<file path="src/hw/rtl/hcc_pkg.sv">
// Shared types and constants of the hysteretic current chopper.
`default_nettype none

package hcc_pkg;

    // Command codes carried by each request.
    localparam logic [2:0] CMD_SAMPLE        = 3'd0;
    localparam logic [2:0] CMD_SET_TARGET    = 3'd1;
    localparam logic [2:0] CMD_SET_DIRECTION = 3'd2;
    localparam logic [2:0] CMD_START         = 3'd3;
    localparam logic [2:0] CMD_STOP          = 3'd4;

    localparam logic [4:0]  MONITORED_CHANNEL = 5'd0;
    localparam logic [15:0] HYSTERESIS_RESET  = 16'd65;
    localparam logic [15:0] THRESHOLD_RESET   = 16'hFFFF;

    // Configuration space: two 32-bit registers at byte addresses 0 and 4.
    localparam int unsigned CFG_ADDR_W = 3;
    localparam logic REG_BASELINE   = 1'b0;
    localparam logic REG_HYSTERESIS = 1'b1;

    typedef struct packed {
        logic [2:0]         command;
        logic [11:0]        sample_value;
        logic [4:0]         sample_channel;
        logic signed [15:0] target_value;
        logic               direction_value;
    } t_req;

    typedef struct packed {
        logic        drive_forward;
        logic        drive_reverse;
        logic        indicator;
        logic        tripped;
        logic [15:0] threshold;
    } t_rsp;

    typedef struct packed {
        logic [15:0] current_baseline;
        logic [15:0] hysteresis_band;
    } t_cfg;

endpackage

`default_nettype wire

</file>
<file path="src/hw/rtl/hcc_req_if.sv">
// Valid/ready channel that carries chopper requests.
`default_nettype none

interface hcc_req_if;
    import hcc_pkg::*;

    logic valid;
    logic ready;
    t_req payload;

    modport source (output valid, output payload, input ready);
    modport sink (input valid, input payload, output ready);
endinterface

`default_nettype wire

</file>
<file path="src/hw/rtl/hcc_rsp_if.sv">
// Valid/ready channel that carries chopper results.
`default_nettype none

interface hcc_rsp_if;
    import hcc_pkg::*;

    logic valid;
    logic ready;
    t_rsp payload;

    modport source (output valid, output payload, input ready);
    modport sink (input valid, input payload, output ready);
endinterface

`default_nettype wire

</file>
<file path="src/hw/rtl/hcc_apb_regs.sv">
// APB configuration registers of the chopper: baseline and hysteresis band.
`default_nettype none

module hcc_apb_regs (
    input  wire logic                          i_clk,
    input  wire logic                          i_rst_n,
    input  wire logic                          psel,
    input  wire logic                          penable,
    input  wire logic                          pwrite,
    input  wire logic [hcc_pkg::CFG_ADDR_W-1:0] paddr,
    input  wire logic [31:0]                   pwdata,
    output logic      [31:0]                   prdata,
    output logic                               pready,
    output hcc_pkg::t_cfg                      o_cfg
);
    import hcc_pkg::*;

    logic [15:0] r_baseline;
    logic [15:0] r_hysteresis;
    logic        wr_en;
    logic        reg_sel;

    // Registers sit on 4-byte boundaries, so bit 2 picks the register.
    assign reg_sel = paddr[2];
    assign wr_en   = psel && penable && pwrite;
    assign pready  = 1'b1;

    always_ff @(posedge i_clk) begin
        if (!i_rst_n) begin
            r_baseline   <= '0;
            r_hysteresis <= HYSTERESIS_RESET;
        end else if (wr_en) begin
            unique case (reg_sel)
                REG_BASELINE:   r_baseline   <= pwdata[15:0];
                REG_HYSTERESIS: r_hysteresis <= pwdata[15:0];
                default: ;
            endcase
        end
    end

    always_comb begin
        unique case (reg_sel)
            REG_BASELINE:   prdata = {16'd0, r_baseline};
            REG_HYSTERESIS: prdata = {16'd0, r_hysteresis};
            default:        prdata = '0;
        endcase
    end

    assign o_cfg.current_baseline = r_baseline;
    assign o_cfg.hysteresis_band  = r_hysteresis;

endmodule

`default_nettype wire

</file>
<file path="src/hw/rtl/hcc_core.sv">
// Chopper state and the combinational next-state and result logic.
`default_nettype none

module hcc_core (
    input  wire logic          i_clk,
    input  wire logic          i_rst_n,
    input  wire hcc_pkg::t_cfg i_cfg,
    input  wire logic          i_step,
    input  wire hcc_pkg::t_req i_req,
    output hcc_pkg::t_rsp      o_rsp
);
    import hcc_pkg::*;

    logic        r_direction, n_direction;
    logic [15:0] r_target, n_target;
    logic [15:0] r_threshold, n_threshold;
    logic        r_running, n_running;
    logic        r_forward_on, n_forward_on;
    logic        r_reverse_on, n_reverse_on;
    logic        r_lamp_on, n_lamp_on;
    logic        tripped;

    logic        go_forward;
    logic        sample_trip;
    logic [15:0] base_hyst;
    logic [15:0] thr_forward;
    logic [15:0] thr_reverse;

    // Thresholds wrap at 16 bits by construction.
    assign base_hyst   = i_cfg.current_baseline + i_cfg.hysteresis_band;
    assign thr_forward = base_hyst + r_target;
    assign thr_reverse = base_hyst - r_target;
    assign go_forward  = !r_target[15] ^ r_direction;
    assign sample_trip = r_running && (i_req.sample_channel == MONITORED_CHANNEL)
                         && (i_req.sample_value > r_threshold[11:0]);

    always_comb begin
        n_direction  = r_direction;
        n_target     = r_target;
        n_threshold  = r_threshold;
        n_running    = r_running;
        n_forward_on = r_forward_on;
        n_reverse_on = r_reverse_on;
        n_lamp_on    = r_lamp_on;
        tripped      = 1'b0;
        unique case (i_req.command)
            CMD_SAMPLE: begin
                if (sample_trip) begin
                    tripped      = 1'b1;
                    n_forward_on = go_forward;
                    n_reverse_on = !go_forward;
                    n_threshold  = go_forward ? thr_forward : thr_reverse;
                    n_direction  = !r_direction;
                    n_lamp_on    = !r_direction;
                end
            end
            CMD_SET_TARGET:    n_target    = i_req.target_value;
            CMD_SET_DIRECTION: n_direction = i_req.direction_value;
            CMD_START: begin
                // Start zeroes the target, sets the direction bit and always trips forward.
                tripped      = 1'b1;
                n_target     = '0;
                n_running    = 1'b1;
                n_forward_on = 1'b1;
                n_reverse_on = 1'b0;
                n_threshold  = base_hyst;
                n_direction  = 1'b1;
                n_lamp_on    = 1'b1;
            end
            CMD_STOP: begin
                n_running    = 1'b0;
                n_forward_on = 1'b0;
                n_reverse_on = 1'b0;
                n_target     = '0;
                n_direction  = 1'b0;
                n_lamp_on    = 1'b0;
            end
            default: ;
        endcase
    end

    always_ff @(posedge i_clk) begin
        if (!i_rst_n) begin
            r_direction  <= 1'b0;
            r_target     <= '0;
            r_threshold  <= THRESHOLD_RESET;
            r_running    <= 1'b0;
            r_forward_on <= 1'b0;
            r_reverse_on <= 1'b0;
            r_lamp_on    <= 1'b0;
        end else if (i_step) begin
            r_direction  <= n_direction;
            r_target     <= n_target;
            r_threshold  <= n_threshold;
            r_running    <= n_running;
            r_forward_on <= n_forward_on;
            r_reverse_on <= n_reverse_on;
            r_lamp_on    <= n_lamp_on;
        end
    end

    assign o_rsp.drive_forward = n_forward_on;
    assign o_rsp.drive_reverse = n_reverse_on;
    assign o_rsp.indicator     = n_lamp_on;
    assign o_rsp.tripped       = tripped;
    assign o_rsp.threshold     = n_threshold;

    // Both switches on at once would short the supply.
    a_no_shoot_through: assert property (@(posedge i_clk) disable iff (!i_rst_n)
        !(r_forward_on && r_reverse_on))
        else $error("both switches on");

    // A stopped chopper never drives the winding.
    a_idle_off: assert property (@(posedge i_clk) disable iff (!i_rst_n)
        !r_running |-> (!r_forward_on && !r_reverse_on))
        else $error("switch on while stopped");

    // A trip leaves exactly one switch on and the lamp following direction.
    a_trip_drive: assert property (@(posedge i_clk) disable iff (!i_rst_n)
        (i_step && tripped) |=> ((r_forward_on ^ r_reverse_on) && (r_lamp_on == r_direction)))
        else $error("trip left bad switch state");

endmodule

`default_nettype wire

</file>
<file path="src/hw/rtl/hysteretic_current_chopper.sv">
// Top level of the hysteretic current chopper: request and result registers.
// Each request carries one command (sample, set target, set direction, start,
// stop) and produces exactly one result giving the switch drives, the lamp,
// whether the request tripped, and the current 16-bit threshold. A request is
// captured into an input register, evaluated combinationally against the
// chopper state, and the result lands in an output register, so a request is
// accepted every cycle unless both registers are full; the result is offered
// from the output register until the result side is ready. The combinational
// path is one 16-bit three-term add and a 12-bit compare in hcc_core. The
// output register decouples the two sides: the input register keeps taking
// requests while a result waits, and stalls only when both registers are
// full. Configuration (baseline at byte address 0, hysteresis band at 4) is to
// be written through the APB port by the user while no request is in flight;
// the block itself does not enforce this.
`default_nettype none

module hysteretic_current_chopper (
    input  wire logic                           i_clk,
    input  wire logic                           i_rst_n,
    hcc_req_if.sink                             i_req,
    hcc_rsp_if.source                           o_rsp,
    input  wire logic                           psel,
    input  wire logic                           penable,
    input  wire logic                           pwrite,
    input  wire logic [hcc_pkg::CFG_ADDR_W-1:0] paddr,
    input  wire logic [31:0]                    pwdata,
    output logic      [31:0]                    prdata,
    output logic                                pready
);
    import hcc_pkg::*;

    t_cfg cfg;
    t_rsp core_rsp;

    logic r_in_valid;
    t_req r_in;
    logic r_out_valid;
    t_rsp r_out;

    logic out_free;
    logic step;
    logic take_in;

    hcc_apb_regs u_regs (
        .i_clk   (i_clk),
        .i_rst_n (i_rst_n),
        .psel    (psel),
        .penable (penable),
        .pwrite  (pwrite),
        .paddr   (paddr),
        .pwdata  (pwdata),
        .prdata  (prdata),
        .pready  (pready),
        .o_cfg   (cfg)
    );

    // The held request is evaluated in the cycle it moves to the output
    // register, which is also when the chopper state advances.
    assign out_free = !r_out_valid || o_rsp.ready;
    assign step     = r_in_valid && out_free;
    assign take_in  = i_req.valid && i_req.ready;

    assign i_req.ready = !r_in_valid || step;

    hcc_core u_core (
        .i_clk   (i_clk),
        .i_rst_n (i_rst_n),
        .i_cfg   (cfg),
        .i_step  (step),
        .i_req   (r_in),
        .o_rsp   (core_rsp)
    );

    always_ff @(posedge i_clk) begin
        if (!i_rst_n) begin
            r_in_valid  <= 1'b0;
            r_out_valid <= 1'b0;
        end else begin
            if (i_req.ready) begin
                r_in_valid <= i_req.valid;
            end
            if (out_free) begin
                r_out_valid <= r_in_valid;
            end
        end
    end

    // Payload registers carry no reset.
    always_ff @(posedge i_clk) begin
        if (take_in) begin
            r_in <= i_req.payload;
        end
        if (step) begin
            r_out <= core_rsp;
        end
    end

    assign o_rsp.valid   = r_out_valid;
    assign o_rsp.payload = r_out;

    // A held request is never dropped while the result side stalls.
    a_in_hold: assert property (@(posedge i_clk) disable iff (!i_rst_n)
        (r_in_valid && !out_free) |=> (r_in_valid && $stable(r_in)))
        else $error("held request lost during stall");

    // Every evaluated request becomes a visible result in the next cycle.
    a_step_to_out: assert property (@(posedge i_clk) disable iff (!i_rst_n)
        step |=> r_out_valid)
        else $error("evaluated request produced no result");

    // A new request is only taken when the input register has room.
    a_no_overwrite: assert property (@(posedge i_clk) disable iff (!i_rst_n)
        (take_in && r_in_valid) |-> step)
        else $error("request overwrote a held request");

endmodule

`default_nettype wire
</file>
<file path="src/flat_wrapper.sv">
// flat-port wrapper written by rule: the top's interface ports become plain ports
module hysteretic_current_chopper_flat import hcc_pkg::*;
  (i_clk, i_rst_n, psel, penable, pwrite, paddr, pwdata, prdata, pready, i_req_valid, i_req_payload, i_req_ready, o_rsp_valid, o_rsp_payload, o_rsp_ready);
  hcc_req_if i_req_i ();
  hcc_rsp_if o_rsp_i ();
  input  wire logic i_clk;
  input  wire logic i_rst_n;
  input  wire logic psel;
  input  wire logic penable;
  input  wire logic pwrite;
  input  wire logic [hcc_pkg::CFG_ADDR_W-1:0] paddr;
  input  wire logic [31:0] pwdata;
  output logic      [31:0] prdata;
  output logic pready;
  input wire logic [$bits(i_req_i.valid)-1:0] i_req_valid;
  input wire logic [$bits(i_req_i.payload)-1:0] i_req_payload;
  output wire logic [$bits(i_req_i.ready)-1:0] i_req_ready;
  output wire logic [$bits(o_rsp_i.valid)-1:0] o_rsp_valid;
  output wire logic [$bits(o_rsp_i.payload)-1:0] o_rsp_payload;
  input wire logic [$bits(o_rsp_i.ready)-1:0] o_rsp_ready;
  assign i_req_i.valid = i_req_valid;
  assign i_req_i.payload = i_req_payload;
  assign i_req_ready = i_req_i.ready;
  assign o_rsp_valid = o_rsp_i.valid;
  assign o_rsp_payload = o_rsp_i.payload;
  assign o_rsp_i.ready = o_rsp_ready;
  hysteretic_current_chopper u_core (.i_clk(i_clk), .i_rst_n(i_rst_n), .i_req(i_req_i), .o_rsp(o_rsp_i), .psel(psel), .penable(penable), .pwrite(pwrite), .paddr(paddr), .pwdata(pwdata), .prdata(prdata), .pready(pready));
endmodule
</file>
<file path="config.mk">
export PLATFORM = sky130hd
export DESIGN_NAME = hysteretic_current_chopper_flat
export DESIGN_NICKNAME = d
export VERILOG_FILES = /design/src/hw/rtl/hcc_pkg.sv /design/src/hw/rtl/hcc_req_if.sv /design/src/hw/rtl/hcc_rsp_if.sv /design/src/hw/rtl/hcc_apb_regs.sv /design/src/hw/rtl/hcc_core.sv /design/src/hw/rtl/hysteretic_current_chopper.sv /design/src/flat_wrapper.sv
export SDC_FILE = /design/constraint.sdc
export NUM_CORES = 1
export LEC_CHECK = 0
export ABC_AREA = 1
export BUFFER_PORTS_ARGS = -buffer_cell sky130_fd_sc_hd__buf_2
export CORE_MARGIN = 5
export CORE_UTILIZATION = 57
export CTS_CLUSTER_SIZE = 30
export DETAILED_ROUTE_END_ITERATION = 6
export PLACE_DENSITY = 0.89
export SLEW_MARGIN = 20
export SYNTH_ARGS = -nofsm -noshare
export SYNTH_HDL_FRONTEND = slang
export SYNTH_SLANG_ARGS = --single-unit
</file>
<file path="constraint.sdc">
create_clock -name i_clk -period 3.7 [get_ports i_clk]
set_input_delay 0.185 -clock i_clk [delete_from_list [all_inputs] [get_ports i_clk]]
set_output_delay 0.185 -clock i_clk [all_outputs]
set_load 0.005 [all_outputs]
</file>
# After elaboration in Yosys (flattened, before gate mapping)
# Index checks and enable logic that the tools add are counted.
[totals] ff_bits=128 latchBits=0 ramBits=0 rom_bits=0 inputBits=79 output_inout_bits=55 elab_cells=72 memories=0
[op_classes] add_sub_neg=3 multipliers=0 n_div=0 magnitude_cmp=1 n_eq_ne=5 shifts=0 n_mux=16 n_bitwise=2 n_reduce_logical=24
[op_table] operator="one-hot mux 16 bit (2 select lines)" n=2
[op_table] operator="one-hot mux 32 bit (2 select lines)" n=1
[op_table] operator="adder 16 bit" n=2
[op_table] operator="two-way mux 16 bit" n=2
[op_table] operator="subtractor 16 bit" n=1
[op_table] operator="greater-than comparator 12 bit" n=1
[op_table] operator="AND reduction 2 bit" n=4
[op_table] operator="equality test 3 x 2 -> 1 bit, second input constant" n=2
[op_table] operator="logical AND 1 bit" n=6
[op_table] operator="one-hot mux 1 bit (2 select lines)" n=3
[op_table] operator="one-hot mux 1 bit (3 select lines)" n=2
[op_table] operator="logical NOT 1 bit" n=5
[op_table] operator="logical NOT 5 bit" n=1
[op_table] operator="two-way mux 1 bit" n=5
[op_table] operator="one-hot mux 1 bit (4 select lines)" n=1
[op_table] operator="nonzero test 2 bit" n=2
[op_table] operator="nonzero test 4 bit" n=1
[op_table] operator="equality test 3 x 1 -> 1 bit, second input constant" n=1
[op_table] operator="equality test 3 bit, second input constant" n=1
[op_table] operator="logical NOT 3 bit" n=1
[op_table] operator="AND reduction 3 bit" n=1
[op_table] operator="logical OR 1 bit" n=2
[op_table] operator="!= test 2 bit, second input constant" n=1
[op_table] operator="OR reduction 2 bit" n=1
[op_table] operator="other kinds (2)" n=2

# Longest topological paths before layout
[depth] word_depth=5 ltp_mapped=22 depth_no_buf=22

# Cells and area by module
# Synthesis repeated with hierarchy kept, for this count alone.
[hier_totals] hier_cells=1009 area_unflattened_um2=7842.5
[by_module_without_submodules] module="hcc_core" instances=1 cells_each=675 area_per_inst_um2=4311.6
[by_module_without_submodules] module="hysteretic_current_chopper" instances=1 cells_each=70 area_per_inst_um2=1806.7
[by_module_without_submodules] module="hcc_apb_regs" instances=1 cells_each=264 area_per_inst_um2=1724.2

# Least setup slack after synthesis
# OpenSTA, ideal clock, no wires.
[synth_path] kind="flip-flop to flip-flop" startpoint="register u_core.u_regs.r_hysteresis[0]" endpoint="register u_core.r_out (netlist bit u_core.o_rsp.payload[14]), data pin" setup_time_ns=0.261 arrival_ns=2.599 required_ns=3.439 setup_slack_ns=0.840 stages_incl_launch_ff=17 path_buffers=0 cell_sequence="dfxtp_1 > ha_1 > inv_1 > fa_1 > o21ai_2 > nand3_1 > nand2_1 > xor2_1 > ha_1 > nand2_1 > inv_1 > a21boi_0 > nand3_2 > a21oi_1 > a21oi_1 > nand2_1 > nand3b_4"
[synth_rtl] item="start, declared" line_no="hcc_apb_regs.sv:19" source="logic [15:0] r_hysteresis;"
[synth_rtl] item="start signal, assigned" line_no="hcc_apb_regs.sv:35" source="REG_HYSTERESIS: r_hysteresis <= pwdata[15:0];"
[synth_rtl] item="end signal, assigned" line_no="hysteretic_current_chopper.sv:94" source="r_out <= core_rsp;"
[synth_rtl] item="end, declared" line_no="hysteretic_current_chopper.sv:38" source="t_rsp r_out;"

==> results by group <==
Run status
  – Outcome: finished clean

Floorplan
  – Core footprint: 13,100 sq um
  – # rows: 42
  – Die Span Y: 125 um
  – I/O Pins: 134
  – Die Span X: 125 um
  – Die area: 15,600 sq um
  – Initial Util: 57.6%

Placed design
  – Post-DP HPWL: 12.5 mm
  – IO Port Bufs: 98
  – Gpl congestion: 0.919

Final layout
  – Post-layout util: 70.0%
  – Area growth, synth to finish: 21.4%
  – Ant diodes: 0
  – Nets: 1,220
  – Share of cells above drive strength 1: 17.1%

Routing
  – First-pass detailed-route iteration total: 5
  – DRT Wirelength: 19.1 mm
  – Initial DRC Count: 665
  – Vias: 6,999
  – # DRC: 0
  – Antenna Nets Post-Route: 0
  – Drt via density: 5.45
  – Drt wl/cell: 14.8 um

Power and ir drop
  – Power Dens Cells: 411 nW/um^2
  – Total chip power: 3.76 mW
  – Peak supply drop: 0.556 mV
  – LEAKAGE: 4.45 nW

Timing
  – Worst-Margin Slew: 813 ps
  – Ratio of final minimum period to clock period: 88.8%
  – Clock Skew: 15.4 ps
  – Period minus WS final: 3290 ps
  – Final TNS setup: 0 ps
  – Slew headroom: 45.6%
  – Fin. max-slew vios: 0
  – Maximum clock rate: 304 MHz
  – Final setup vio count: 0
  – Unrepaired setup endpoints after global routing: false
  – Final Hold Viols: 0

Clock network
  – H-tree depth: 4
  – Clock Tree Buf Depth: 2
  – CTS tree: yes
  – Num CTS Buffers: 17
  – Clock Latency Late Sink: 430 ps
  – Reg clk slew, reported paths: 60 ps
  – CTS root buf: clkbuf_16
  – Sink Count: 128
  – Post-CTS Setup Inserts: 0

Worst setup path
  – Critical path required time: 3940 ps
  – CP Max Fanout: 4
  – Worst EP arrival: 3520 ps
  – Crit path capture type: flip-flop
  – R2R Path End: u_core.o_rsp.payload[10]
  – Reg2reg path depth: 15
  – CP Class: reg2reg
  – Worst reg-to-reg setup slack: 410 ps
  – CP Launch Type: flip-flop
  – Reg2reg start: u_core.u_regs.r_hysteresis[0]

Synth
  – Top-area cell type share of the netlist area: 22.7%
  – Post-synthesis cell area: 7540 sq um
  – Largest cells by area after synthesis: edfxtp_1 23%, dfxtp_1 19%, nand2_1 11%
  – Mean Syn Cell Area: 7.89 sq um
  – Ys Warns: 0
  – #FFs+latches synth: 128
  – Largest area contributor in the netlist: edfxtp_1
  – Synth unique cells: 50
  – Post-synthesis sequential area ratio: 41.5%
  – Post-synthesis cell count: 956

GRT
  – Grt ovf: 0
  – Initial antenna violation count: 0
  – Vias in the first global route: 6,685
  – All-Layer GR Usage: 24.1%
  – Global-route wire length before repair: 31.1 mm
  – Largest net degree at the start of global routing: 43

Min path
  – Hold path cells: 3
  – Hold_sp: pwdata[15]
  – Hold crit path type: in2reg
  – Hold Crit Endpoint: u_core.u_regs.r_hysteresis[15]

Job
  – Max Cap Viol: 0
-- final cells by class --
type,instances,area [sq um]
fill,966,3930
multi-input combinational,700,3840
sequential,128,3130
timing repair buffer,149,983
clock buffer,19,453
inverter,100,378
tap,176,220
clock inverter,13,151
-- stage by stage --
stage | setup WS (ps) | instances | hold WS (ps) | cell area, sq um
final | 414 | 1285 | 9.76 | 9160
after global routing | 39.8 | 1285 | 9.66 | 9160
after CTS | 482 | 1285 | 2.17 | 9160
after detailed placement | 513 | 1209 | 363 | 8110
after global placement | 602 | 1209 | 361 | 8110
after floorplan | 840 | 971 | 284 | 7600
-- worst max-delay path by stage --
stage	endpoint	startpoint	slack, ps	depth (start not counted)
floorplan	u_core.o_rsp.payload[14]	u_core.u_regs.r_hysteresis[0]	840	16
detailed placement	u_core.o_rsp.payload[10]	u_core.u_regs.r_hysteresis[0]	510	15
global route	u_core.u_core.r_threshold[15]	u_core.u_core.r_target[0]	40	22
global placement	u_core.o_rsp.payload[14]	u_core.u_core.r_direction	600	14
CTS	u_core.o_rsp.payload[10]	u_core.u_regs.r_hysteresis[0]	480	15
finish	u_core.o_rsp.payload[10]	u_core.u_regs.r_hysteresis[0]	410	15
-- state kept, by name, summed over array words and instances, names as in the netlist --
register                    flops
u_core.u_core.r_forward_on      1
u_core.u_core.r_running         1
u_core.o_rsp.payload           20
u_core.u_core.r_reverse_on      1
u_core.u_core.r_target         16
u_core.u_core.r_threshold      16
u_core.u_regs.r_hysteresis     16
u_core.u_core.r_lamp_on         1
u_core.u_core.r_direction       1
u_core.r_in                    37
u_core.o_rsp.valid              1
u_core.u_regs.r_baseline       16
u_core.r_in_valid               1
-- worst max-delay path, stage by stage (launching register included) --
cell	delay [ps]
dfxtp_1	370
ha_1	190
inv_1	60
fa_1	450
o21ai_2	270
nand3_1	100
nand2_1	80
xor2_1	200
ha_1	320
nand2_1	110
inv_1	40
a21boi_0	230
nand3_2	150
a21oi_1	150
o21ai_0	140
a21boi_0	260
-- logic make-up (layout without fill, tap and decap cells) --
logic type | after synthesis | count (layout) | synth area share (%)
flip-flops | 128 | 128 | 41.5
AO/OA/AOI/OAI | 154 | 154 | 11.8
adder cells (fa/ha/maj) | 45 | 45 | 7.67
buffers and inverters | 143 | 281 | 8.31
AND/OR/NAND/NOR | 452 | 452 | 26.7
other | 2 | 17 | 0.0996
XOR/XNOR | 32 | 32 | 3.82
-- layer usage --
metal / share of wire, % / routed length, um / up-vias / global-route usage (%)
met5: 0 / 0 / - / 0
met4: 3.8 / 716 / 0 / 11.1
met3: 6.7 / 1270 / 65 / 5.03
met2: 51 / 9660 / 324 / 42.6
met1: 39 / 7430 / 3188 / 28.1
li1: - / - / 3422 / -
-- power breakdown --
part	total [mW]	internal (mW)	switching [mW]
clock network	1.71	1.04	0.666
logic	0.462	0.182	0.280
registers	1.59	1.56	0.0384
total	3.76	2.78	0.984
-- cells in the final DEF, fill, tap and decap left out, drive strengths merged, types with 43 or more instances in the layout --
cell type	instances
nand3	88
o21ai	54
edfxtp	57
dfxtp	71
ha	43
inv	101
a21oi	72
dlygate4sd3	44
nor2	102
nand2	229
buf	105
-- cell usage after synthesis (all sizes together) --
cell	count
nor2	102
xnor2	3
nor3	13
inv	97
nand3	88
nand4	5
dfxtp	71
o31ai	3
or2	5
fa	2
buf	29
xor2	29
and2	4
conb	2
clkbuf	14
ha	43
a21oi	72
o221ai	1
o2111ai	1
a21boi	4
o211ai	7
nand3b	6
a22oi	1
o21ai	54
a31oi	3
edfxtp	57
a21o	4
o21bai	4
nand2	229
clkinv	3
-- repair_timing --
| action | 4_1_cts | 5_1_grt |
|---|---|---|
| hold endpoints to repair | 45 | 0 |
| setup endpoints to repair | 0 | 0 |
| hold buffers | 44 | 0 |
| resized for setup | 0 | 0 |
(Power assumes the default switching activity.)
